===== config.mk =====
export PLATFORM = sky130hd
export DESIGN_NAME = fastq_kmer_extractor_top
export DESIGN_NICKNAME = d
export VERILOG_FILES = /design/src/rtl/fke_pkg.sv /design/src/rtl/fastq_kmer_extractor_top.sv
export VERILOG_INCLUDE_DIRS = /design/src /design/src/rtl
export SDC_FILE = /design/constraint.sdc
export NUM_CORES = 1
export LEC_CHECK = 0
export BUFFER_PORTS_ARGS = -buffer_cell sky130_fd_sc_hd__buf_2
export CAP_MARGIN = 40
export CORE_MARGIN = 8
export CORE_UTILIZATION = 59
export DETAILED_ROUTE_END_ITERATION = 10
export HOLD_SLACK_MARGIN = 0.1
export PLACE_DENSITY_LB_ADDON = 0.3
export SETUP_SLACK_MARGIN = 0.3
export SYNTH_ARGS = -nofsm -noshare
export SYNTH_HDL_FRONTEND = slang
export SYNTH_SLANG_ARGS = --single-unit

===== constraint.sdc =====
create_clock -name clk -period 9.7 [get_ports clk]
set_input_delay 0.97 -clock clk [delete_from_list [all_inputs] [get_ports clk]]
set_output_delay 0.97 -clock clk [all_outputs]
set_load 0.03 [all_outputs]

===== src/rtl/fastq_kmer_extractor_top_defines.svh =====
// Assertion macros shared by the RTL
`ifndef FASTQ_KMER_EXTRACTOR_TOP_DEFINES_SVH
`define FASTQ_KMER_EXTRACTOR_TOP_DEFINES_SVH

// same-cycle implication, checked outside reset
`define FKE_ASSERT_NOW(lbl, ante, cons, msg) \
    lbl: assert property (@(posedge clk) disable iff (!rst_n) (ante) |-> (cons)) \
        else $error(msg);

// next-cycle implication, checked outside reset
`define FKE_ASSERT_NEXT(lbl, ante, cons, msg) \
    lbl: assert property (@(posedge clk) disable iff (!rst_n) (ante) |=> (cons)) \
        else $error(msg);

`endif


===== src/rtl/fke_pkg.sv =====
`default_nettype none

package fke_pkg;

    localparam int KMER_W  = 64;
    localparam int MASK_W  = 32;
    localparam int K_W     = 6;
    localparam int BYTE_W  = 8;
    localparam int APB_DW  = 32;
    localparam int APB_AW  = 3;

    localparam logic [K_W-1:0] K_RESET = 6'd21;

    // register word index (paddr[2])
    localparam logic REG_K = 1'b0;

    localparam logic [BYTE_W-1:0] CHAR_AT   = 8'h40;  // '@'
    localparam logic [BYTE_W-1:0] CHAR_PLUS = 8'h2B;  // '+'
    localparam logic [BYTE_W-1:0] CHAR_NL   = 8'h0A;  // newline
    localparam logic [BYTE_W-1:0] CHAR_UA   = 8'h41;
    localparam logic [BYTE_W-1:0] CHAR_UC   = 8'h43;
    localparam logic [BYTE_W-1:0] CHAR_UG   = 8'h47;
    localparam logic [BYTE_W-1:0] CHAR_UT   = 8'h54;
    localparam logic [BYTE_W-1:0] CHAR_LA   = 8'h61;
    localparam logic [BYTE_W-1:0] CHAR_LC   = 8'h63;
    localparam logic [BYTE_W-1:0] CHAR_LG   = 8'h67;
    localparam logic [BYTE_W-1:0] CHAR_LT   = 8'h74;

    localparam logic [1:0] CODE_A = 2'd0;
    localparam logic [1:0] CODE_C = 2'd1;
    localparam logic [1:0] CODE_G = 2'd2;
    localparam logic [1:0] CODE_T = 2'd3;

    typedef enum logic [1:0] {
        PH_START = 2'd0,
        PH_SCAN  = 2'd1,
        PH_SKIP  = 2'd2
    } phase_t;

    typedef struct packed {
        logic       is_base;
        logic       lower;
        logic [1:0] code;
    } base_t;

endpackage

`default_nettype wire


===== src/rtl/fastq_kmer_extractor_top.sv =====
// Each k-mer is registered in the output register, or in the skid register while the output is stalled.
// Throughput: one byte per cycle while the skid register is empty; a stalled output parks one result in it.
// in_ready depends only on the skid register, so no ready path runs through the block.
// Reset (rst_n, async, active low): run cleared, sequence mode on, line start, k = 21.
`default_nettype none

`include "fastq_kmer_extractor_top_defines.svh"

module fastq_kmer_extractor_top
    import fke_pkg::*;
#(
    parameter int MAX_K = 32    // 1..32 bases
)
(
    input  wire                   clk,
    input  wire                   rst_n,

    // APB-style configuration port
    input  wire                   psel,
    input  wire                   penable,
    input  wire                   pwrite,
    input  wire  [APB_AW-1:0]     paddr,
    input  wire  [APB_DW-1:0]     pwdata,
    output logic [APB_DW-1:0]     prdata,
    output logic                  pready,

    // byte stream in
    input  wire                   in_valid,
    output logic                  in_ready,
    input  wire  [BYTE_W-1:0]     in_byte,

    // k-mer results out
    output logic                  out_valid,
    input  wire                   out_ready,
    output logic [KMER_W-1:0]     kmer_code,
    output logic [MASK_W-1:0]     lower_mask
);

    localparam int CODE_W = 2 * MAX_K;
    localparam int RUN_W  = $clog2(MAX_K + 1);
    localparam logic [RUN_W-1:0] RUN_MAX = RUN_W'(MAX_K);
    localparam logic [K_W-1:0]   K_MAX   = K_W'(MAX_K);

    // ------------------------------------------------------------------
    // Configuration: single register k at word 0. Words past it read zero
    // and ignore writes.
    // ------------------------------------------------------------------
    logic [K_W-1:0] k_reg;
    logic           cfg_write;

    assign pready    = 1'b1;
    assign cfg_write = psel && penable && pwrite && pready;

    always_ff @(posedge clk or negedge rst_n)
    begin
        if (!rst_n)
        begin
            k_reg <= K_RESET;
        end
        else if (cfg_write && (paddr[2] == REG_K))
        begin
            k_reg <= pwdata[K_W-1:0];
        end
    end

    always_comb
    begin
        prdata = '0;
        if (paddr[2] == REG_K)
        begin
            prdata = APB_DW'(k_reg);
        end
    end

    // Effective length: 0 behaves as 1, anything above MAX_K as MAX_K.
    logic [K_W-1:0] kk;
    always_comb
    begin
        kk = k_reg;
        if (k_reg == '0)
        begin
            kk = K_W'(1);
        end
        else if (k_reg > K_MAX)
        begin
            kk = K_MAX;
        end
    end

    // Window masks follow kk; the user must make k changes only while idle; the block does not enforce it.
    logic [MAX_K-1:0]  lmask;
    logic [CODE_W-1:0] cmask;
    always_comb
    begin
        for (int i = 0; i < MAX_K; i++)
        begin
            lmask[i]         = (K_W'(i) < kk);
            cmask[2*i +: 2]  = {2{lmask[i]}};
        end
    end

    // ------------------------------------------------------------------
    // Line state and run shift registers
    // ------------------------------------------------------------------
    phase_t            phase_reg,  phase_next;
    logic              seq_reg,    seq_next;
    logic              scan_now;
    logic [CODE_W-1:0] base_reg,   base_next;
    logic [MAX_K-1:0]  case_reg,   case_next;
    logic [RUN_W-1:0]  run_reg,    run_next;
    logic              in_fire;
    logic              emit;
    base_t             dec;

    assign in_fire = in_valid && in_ready;

    // ACGT in either case; everything else breaks the run
    always_comb
    begin
        dec = '{is_base: 1'b1, lower: 1'b0, code: CODE_A};
        case (in_byte)
            CHAR_UA: dec.code = CODE_A;
            CHAR_UC: dec.code = CODE_C;
            CHAR_UG: dec.code = CODE_G;
            CHAR_UT: dec.code = CODE_T;
            CHAR_LA: dec = '{is_base: 1'b1, lower: 1'b1, code: CODE_A};
            CHAR_LC: dec = '{is_base: 1'b1, lower: 1'b1, code: CODE_C};
            CHAR_LG: dec = '{is_base: 1'b1, lower: 1'b1, code: CODE_G};
            CHAR_LT: dec = '{is_base: 1'b1, lower: 1'b1, code: CODE_T};
            default: dec.is_base = 1'b0;
        endcase
    end

    // Line phase: next state. Header ('@') and separator ('+') lines are
    // skipped and switch sequence mode; a newline always returns to start.
    always_comb
    begin
        phase_next = phase_reg;
        seq_next   = seq_reg;
        if (in_byte == CHAR_NL)
        begin
            phase_next = PH_START;
        end
        else
        begin
            unique case (phase_reg)
                PH_START:
                begin
                    if (in_byte == CHAR_AT)
                    begin
                        seq_next   = 1'b1;
                        phase_next = PH_SKIP;
                    end
                    else if (in_byte == CHAR_PLUS)
                    begin
                        seq_next   = 1'b0;
                        phase_next = PH_SKIP;
                    end
                    else
                    begin
                        phase_next = seq_reg ? PH_SCAN : PH_SKIP;
                    end
                end
                PH_SCAN: phase_next = PH_SCAN;
                PH_SKIP: phase_next = PH_SKIP;
                default: phase_next = PH_SKIP;
            endcase
        end
    end

    // Line phase: outputs. The first byte of a sequence line is scanned too.
    always_comb
    begin
        scan_now = 1'b0;
        if (in_byte != CHAR_NL)
        begin
            unique case (phase_reg)
                PH_START: scan_now = seq_reg && (in_byte != CHAR_AT) &&
                                     (in_byte != CHAR_PLUS);
                PH_SCAN:  scan_now = 1'b1;
                PH_SKIP:  scan_now = 1'b0;
                default:  scan_now = 1'b0;
            endcase
        end
    end

    // Run datapath: clear on newline; while scanning, shift in a base or clear on a non-base byte.
    always_comb
    begin
        base_next = base_reg;
        case_next = case_reg;
        run_next  = run_reg;
        emit      = 1'b0;
        if (in_byte == CHAR_NL)
        begin
            base_next = '0;
            case_next = '0;
            run_next  = '0;
        end
        else if (scan_now)
        begin
            if (dec.is_base)
            begin
                // oldest base drops off the top
                base_next = CODE_W'({base_reg, dec.code});
                case_next = MAX_K'({case_reg, dec.lower});
                if (run_reg != RUN_MAX)
                begin
                    run_next = run_reg + RUN_W'(1);
                end
                emit = (K_W'(run_next) >= kk);
            end
            else
            begin
                base_next = '0;
                case_next = '0;
                run_next  = '0;
            end
        end
    end

    always_ff @(posedge clk or negedge rst_n)
    begin
        if (!rst_n)
        begin
            phase_reg <= PH_START;
            seq_reg   <= 1'b1;
            base_reg  <= '0;
            case_reg  <= '0;
            run_reg   <= '0;
        end
        else if (in_fire)
        begin
            phase_reg <= phase_next;
            seq_reg   <= seq_next;
            base_reg  <= base_next;
            case_reg  <= case_next;
            run_reg   <= run_next;
        end
    end

    // ------------------------------------------------------------------
    // Result register plus skid register. A new request is taken whenever
    // the skid is empty; the skid only fills when the output is stalled.
    // ------------------------------------------------------------------
    logic              out_valid_reg,  out_valid_next;
    logic [CODE_W-1:0] out_code_reg,   out_code_next;
    logic [MAX_K-1:0]  out_mask_reg,   out_mask_next;
    logic              skid_valid_reg, skid_valid_next;
    logic [CODE_W-1:0] skid_code_reg,  skid_code_next;
    logic [MAX_K-1:0]  skid_mask_reg,  skid_mask_next;
    logic              new_res;
    logic              out_free;
    logic [CODE_W-1:0] res_code;
    logic [MAX_K-1:0]  res_mask;

    assign new_res  = in_fire && emit;
    assign res_code = base_next & cmask;
    assign res_mask = case_next & lmask;
    assign out_free = !out_valid_reg || out_ready;
    assign in_ready = !skid_valid_reg;

    always_comb
    begin
        out_valid_next  = out_valid_reg;
        out_code_next   = out_code_reg;
        out_mask_next   = out_mask_reg;
        skid_valid_next = skid_valid_reg;
        skid_code_next  = skid_code_reg;
        skid_mask_next  = skid_mask_reg;
        if (out_free)
        begin
            if (skid_valid_reg)
            begin
                // skid full means no request was taken this cycle
                out_valid_next  = 1'b1;
                out_code_next   = skid_code_reg;
                out_mask_next   = skid_mask_reg;
                skid_valid_next = 1'b0;
            end
            else
            begin
                out_valid_next = new_res;
                out_code_next  = res_code;
                out_mask_next  = res_mask;
            end
        end
        else if (new_res)
        begin
            skid_valid_next = 1'b1;
            skid_code_next  = res_code;
            skid_mask_next  = res_mask;
        end
    end

    always_ff @(posedge clk or negedge rst_n)
    begin
        if (!rst_n)
        begin
            out_valid_reg  <= 1'b0;
            skid_valid_reg <= 1'b0;
        end
        else
        begin
            out_valid_reg  <= out_valid_next;
            skid_valid_reg <= skid_valid_next;
        end
    end

    always_ff @(posedge clk)
    begin
        out_code_reg  <= out_code_next;
        out_mask_reg  <= out_mask_next;
        skid_code_reg <= skid_code_next;
        skid_mask_reg <= skid_mask_next;
    end

    assign out_valid  = out_valid_reg;
    assign kmer_code  = KMER_W'(out_code_reg);
    assign lower_mask = MASK_W'(out_mask_reg);

    // ------------------------------------------------------------------
    // Assertions
    // ------------------------------------------------------------------
    `FKE_ASSERT_NOW(a_skid_behind_out, skid_valid_reg, out_valid_reg,
        "skid holds a result while output register is empty")
    `FKE_ASSERT_NOW(a_run_clear, run_reg == '0, (base_reg == '0) && (case_reg == '0),
        "empty run with stale shift contents")
    `FKE_ASSERT_NEXT(a_nl_clears, in_fire && (in_byte == CHAR_NL),
        (run_reg == '0) && (phase_reg == PH_START),
        "newline did not reset the line state")
    `FKE_ASSERT_NOW(a_seq_off, $fell(seq_reg),
        $past(in_fire) && ($past(in_byte) == CHAR_PLUS),
        "sequence mode dropped without a separator line")

endmodule

`default_nettype wire

**Word level (Yosys, flattened, before mapping)**

Cells that the tools add are included.

- Bits in registers: 305
- Output and inout bits: 131
- Logic and storage cells: 127

- $add $sub $neg: 1
- Order comparisons: 34
- Equality and inequality tests: 16
- Multiplexer cells: 36
- Bitwise logic cells: 5
- Reduce and logical (&&, ||, !) cells: 23

Operator list:

| kind | count |
|---|---|
| 2-to-1 mux 64 bit | 4 |
| 2-to-1 mux 32 bit | 4 |
| < comparator 5 x 6 -> 1 bit (first input constant) | 16 |
| equality test 8 x 7 -> 1 bit (second input constant) | 9 |
| bitwise AND 64 bit | 1 |
| 2-to-1 mux 6 bit | 10 |
| < comparator 4 x 6 -> 1 bit (first input constant) | 8 |
| bitwise AND 32 bit | 1 |
| < comparator 3 x 6 -> 1 bit (first input constant) | 4 |
| < comparator 1 x 6 -> 1 bit (first input constant) | 2 |
| < comparator 2 x 6 -> 1 bit (first input constant) | 2 |
| 2-to-1 mux 1 bit | 11 |
| equality test 8 x 4 -> 1 bit (second input constant) | 1 |
| equality test 8 x 6 -> 1 bit (second input constant) | 1 |
| 2-to-1 mux 2 bit | 4 |
| != test 8 x 4 -> 1 bit (second input constant) | 1 |
| != test 8 x 6 -> 1 bit (second input constant) | 1 |
| != test 8 x 7 -> 1 bit (second input constant) | 1 |
| OR reduction 8 bit | 1 |
| logical AND 1 bit | 7 |
| adder 6 x 1 -> 6 bit (second input constant) | 1 |
| greater-or-equal comparator 6 bit | 1 |
| greater-than comparator 6 bit (second input constant) | 1 |
| zero test 6 bit | 1 |
| other kinds (14) | 22 |

**Longest topological paths before layout**

- Depth in word-level cells: 14
- Depth in mapped cells: 11

**Least setup slack after synthesis**

Ideal clock, no wire load.

- Kind: input -> register
- Start point: in out_ready
- End point: reg skid_code_reg[0], enable pin
- Setup time: 0.551 ns
- Arrival time: 7.553 ns
- Path slack: 1.596 ns
- Cell stages on the path: 2
- Path buffers: 0
- Path through: nand2b_1 -> nor2_1

- Cells in the longest elaborated chain, start to end: 3

Ends and longest elaborated chain:

| what | RTL line | RTL |
|---|---|---|
| from (decl) | fastq_kmer_extractor_top.sv:34 | `input wire out_ready,` |
| logical OR 1 bit | fastq_kmer_extractor_top.sv:260 | `assign out_free = !out_valid_reg \|\| out_ready;` |
| NOT 1 bit (no source line) | -- |  |
| AND reduction 2 bit (no source line) | -- |  |
| to (signal assigned) | fastq_kmer_extractor_top.sv:314 | `skid_code_reg <= skid_code_next;` |
| to (decl) | fastq_kmer_extractor_top.sv:250 | `logic [CODE_W-1:0] skid_code_reg, skid_code_next;` |

Every way passes these cells.
A chain may end at the register's enable or synchronous reset.

**Worst setup path in the final report**

- Start point: reg run_reg[0]
- End point: reg skid_code_reg[31], enable pin

- Cells in the longest elaborated chain, start to end: 11
- Elaborated cells on any way between the ends: 12
- Those cells by class: add/sub: 1; order compare: 1; eq/ne: 1; mux: 7; reduce/logical: 2

Ends and longest elaborated chain:

| what | RTL line | RTL |
|---|---|---|
| from (decl) | fastq_kmer_extractor_top.sv:110 | `logic [RUN_W-1:0] run_reg, run_next;` |
| from (signal assigned) | fastq_kmer_extractor_top.sv:238 | `run_reg <= run_next;` |
| adder 6 x 1 -> 6 bit / != test 6 bit (equally long branches) | fastq_kmer_extractor_top.sv:209, fastq_kmer_extractor_top.sv:207 |  |
| 2-to-1 mux 6 bit (*) | fastq_kmer_extractor_top.sv:207 | `if (run_reg != RUN_MAX)` |
| 2-to-1 mux 6 bit (*) | fastq_kmer_extractor_top.sv:202 | `if (dec.is_base)` |
| 2-to-1 mux 6 bit (*) | fastq_kmer_extractor_top.sv:200 | `else if (scan_now)` |
| 2-to-1 mux 6 bit (*) | fastq_kmer_extractor_top.sv:194 | `if (in_byte == CHAR_NL)` |
| greater-or-equal comparator 6 bit (*) | fastq_kmer_extractor_top.sv:211 | `emit = (K_W'(run_next) >= kk);` |
| 2-to-1 mux 1 bit (*) | fastq_kmer_extractor_top.sv:202 |  |
| 2-to-1 mux 1 bit (*) | fastq_kmer_extractor_top.sv:200 |  |
| 2-to-1 mux 1 bit (*) | fastq_kmer_extractor_top.sv:194 |  |
| logical AND 1 bit (*) | fastq_kmer_extractor_top.sv:257 | `assign new_res = in_fire && emit;` |
| AND reduction 2 bit (no source line) (*) | -- |  |

Every way passes the cells marked *; elsewhere a longest branch is shown, timed or not. The select of a mux whose other input is x is not followed.

==> results.py <==
metrics = {
    "status": {
        "status": "completed",
    },
    "drt": {
        "via_per_inst": 7.194,
        "drc": 0,
        "wl_mm": 50.22,
        "drtIter0Drc": 2148,
        "vias": 14510,
        "ant_nets": 0,
        "dr.pass1.iters": 6,
        "wl_per_cell_um": 24.90,
    },
    "final_layout": {
        "layout_common_cells": "nand2_1 (194), edfxtp_1 (192), buf_2 (125)",
        "multi_input_comb_area_sq_um": 6959,
        "area.sequential_sq_um": 8602,
        "layout_commonest_cell": "nand2_1",
        "syn_to_final_growth_pct": 11.28,
        "nets": 1709,
        "nFillCells": 2152,
        "antenna_cells": 0,
        "drive_gt1_share_pct": 15.39,
    },
    "sta": {
        "fmax_mhz": 216.9,
        "period_minus_slack_ns": 4.609,
        "setup_viol": 0,
        "slew-limit-headroom_pct": 36.84,
        "skew_ns": 0.01747,
        "rsz0062_at_grt": "false",
        "tns_ns": 0,
        "final_hold_viol_count": 0,
        "min_period_over_period_pct": 47.52,
        "worstMarginPinSlew_ns": 0.9475,
        "slew_violations": 0,
    },
    "critical_path": {
        "end_kind": "flip-flop",
        "cp_slowest_cell": "buf_4",
        "cp.required_ns": 9.84,
        "criticalPathCategory": "flip-flop to flip-flop",
        "cp-start-kind": "flip-flop",
        "cpPeakStageDelay_ns": 0.71,
        "crit_chain": "inv_1, ha_1, nand2_1, nor4_1, xnor2_1, ha_1, nand2b_1, a2111oi_0, o31ai_1, nand2_1, nor2_4, buf_4, buf_4",
        "path_max_fanout": 50,
        "arrival_ns": 4.74,
    },
    "cts": {
        "postCtsSetupBuffers": 0,
        "clkTransAtPathRegs_ns": 0.06,
        "post_cts_resized": 0,
        "ctsHoldBuffers": 0,
        "cts_root_buf": "clkbuf_16",
        "insertion_delay_ns": 0.51,
        "cts_tree": "yes",
        "h-tree-depth": 2,
        "clock_sink_count": 305,
        "clockBufferDepth": 3,
        "cts_made_buffers": 34,
    },
    "floorplanning": {
        "start_util_pct": 60.20,
        "rows": 60,
        "die_h_um": 182.1,
        "ioPinCount": 181,
        "dieArea_sq_um": 33150,
        "die_w_um": 182.1,
        "core_area_sq_um": 27030,
    },
    "global_route": {
        "grt_use_total_pct": 29.51,
        "antenna_found_initial": 0,
        "overflow": 0,
        "grt_pass1_vias": 13910,
        "grt_max_degree": 84,
        "grt_pass1_wl_mm": 79.01,
    },
    "synth": {
        "syn_inst": 1610,
        "synthArstFlopShare_pct": 37.05,
        "yosys_warnings": 0,
        "synth_edf_count": 192,
        "syn_avg_cell_area_sq_um": 10.11,
        "ys_seq_area_share_pct": 52.85,
        "synth.distinct_cells": 72,
        "synth_seq_cells": 305,
        "syn_area_sq_um": 16270,
        "synth-main-ff-cell": "edfxtp_1",
    },
    "placement": {
        "dp_hpwl_mm": 30.00,
        "gp_congestion": 0.8825,
        "numPortBuffers": 125,
    },
    "pwr": {
        "p_leak_nw": 6.840,
        "p_per_area_nw_per_um2": 168.9,
        "power.total_w": 0.003058,
        "vdd_drop_max_uv": 157.3,
    },
    "worst_hold_path": {
        "hold_class": "input port to async pin",
    },
    "run": {
        "cap_violations": 0,
    },
}
==> where the power goes <==
part	total (W)	internal, W	switching, W
registers	0.00141	0.00138	0.0000298
clock network	0.00127	0.000748	0.000519
logic	0.000379	0.0000854	0.000293
==> critical path, delay by kind of cell, from the launching register on <==
family / cells / cell delay (ns)
buf+inv: 3 / 1.38
fa+ha+maj: 2 / 0.45
compound gates: 2 / 0.45
simple gates: 5 / 1.28
flops: 1 / 0.43
xor+xnor: 1 / 0.15
==> metal layers <==
metal	GRT usage [%]	routed length [um]	share of wire [%]
met5	0	0	0
met4	17.68	3390	6.8
met3	6.395	5648	11
met2	44.06	22240	44
met1	39.17	18940	38
==> synthesized netlist by cell type (3+ instances only) <==
| master | count | area share, % |
|---|---|---|
| o31ai_1 | 14 | 0.65 |
| inv_1 | 8 | 0.18 |
| nor2_1 | 59 | 1.4 |
| a31oi_1 | 8 | 0.31 |
| o221ai_1 | 21 | 1.1 |
| a21oi_1 | 78 | 2.4 |
| nand4_1 | 50 | 1.9 |
| o311ai_1 | 3 | 0.16 |
| o31a_1 | 3 | 0.16 |
| o31ai_2 | 10 | 0.77 |
| o2111ai_1 | 4 | 0.22 |
| buf_1 | 10 | 0.23 |
| a22o_1 | 37 | 2.0 |
| nand3_1 | 120 | 3.7 |
| dfrtp_1 | 109 | 17 |
| o21ai_0 | 100 | 3.1 |
| edfxtp_1 | 192 | 35 |
| a21o_1 | 5 | 0.23 |
| xnor2_1 | 5 | 0.27 |
| mux2_2 | 6 | 0.42 |
| a211oi_1 | 28 | 1.3 |
| or2_2 | 8 | 0.31 |
| nand2b_1 | 6 | 0.23 |
| buf_4 | 34 | 1.6 |
| and3_1 | 54 | 2.1 |
| clkbuf_1 | 112 | 2.6 |
| ha_1 | 8 | 0.62 |
| a2bb2oi_1 | 58 | 3.1 |
| nand2_1 | 195 | 4.5 |
| and2_1 | 4 | 0.15 |
| nor2b_1 | 7 | 0.27 |
| a41oi_1 | 3 | 0.16 |
| nor4_1 | 60 | 2.3 |
| or3_1 | 5 | 0.19 |
| dfstp_2 | 4 | 0.65 |
| o211ai_1 | 63 | 2.9 |
| buf_2 | 23 | 0.71 |
| o21a_1 | 3 | 0.14 |
| nor3_1 | 8 | 0.25 |
| o311ai_0 | 45 | 2.4 |
==> cell families (layout without fill, tap and decap cells) <==
| kind of cell | after synthesis | after routing | synth area share [%] |
|---|---|---|---|
| adders and majority gates | 8 | 8 | 0.6152 |
| xor gates and xnor gates | 5 | 5 | 0.2691 |
| other | 2 | 27 | 0.04616 |
| buffers and inverters | 191 | 232 | 5.467 |
| and+or+nand+nor | 589 | 589 | 17.96 |
| AOI/OAI and AO/OA | 503 | 503 | 22.32 |
| muxes | 7 | 7 | 0.4767 |
| DFF | 305 | 305 | 52.85 |
==> through the flow <==
stage / util [%] / std cells / setup slack, ns / hold WS [ns] / cell area (sq um)
floorplan: - / 1635 / 1.596 / 0.4640 / 16360
global placement: 62.38 / 1947 / 4.959 / 0.4985 / 16860
detailed placement: 63.00 / 1956 / 5.113 / 0.5010 / 17030
CTS: 67.00 / 2017 / 5.169 / 0.5166 / 18110
global route: 67.00 / 2017 / 4.800 / 0.5434 / 18110
finish: 67.00 / 2017 / 5.091 / 0.4990 / 18110
==> path summary, 6_finish.rpt <==
check                            from                end  slack [ns]  depth (start not counted)
setup / recovery           run_reg[0]  skid_code_reg[31]        5.09                         13
hold / removal                  rst_n       base_reg[38]        0.50                          1
setup reg to reg           run_reg[0]  skid_code_reg[31]        5.09                         13
hold reg to reg               seq_reg            seq_reg        0.51                          2
max in group asynchronous       rst_n            seq_reg        8.05                          3
min in group clk              seq_reg            seq_reg        0.51                          2
==> final cells by class <==
| type | count | share of cell area [%] |
|---|---|---|
| timing repair buffer | 162 | 5.542 |
| multi-input combinational | 1139 | 38.44 |
| clock buffer | 42 | 5.038 |
| clock inverter | 19 | 0.9329 |
| inverter | 9 | 0.1866 |
| tap | 341 | 2.356 |
| sequential | 305 | 47.51 |
Power figures use the tool's default switching activity.
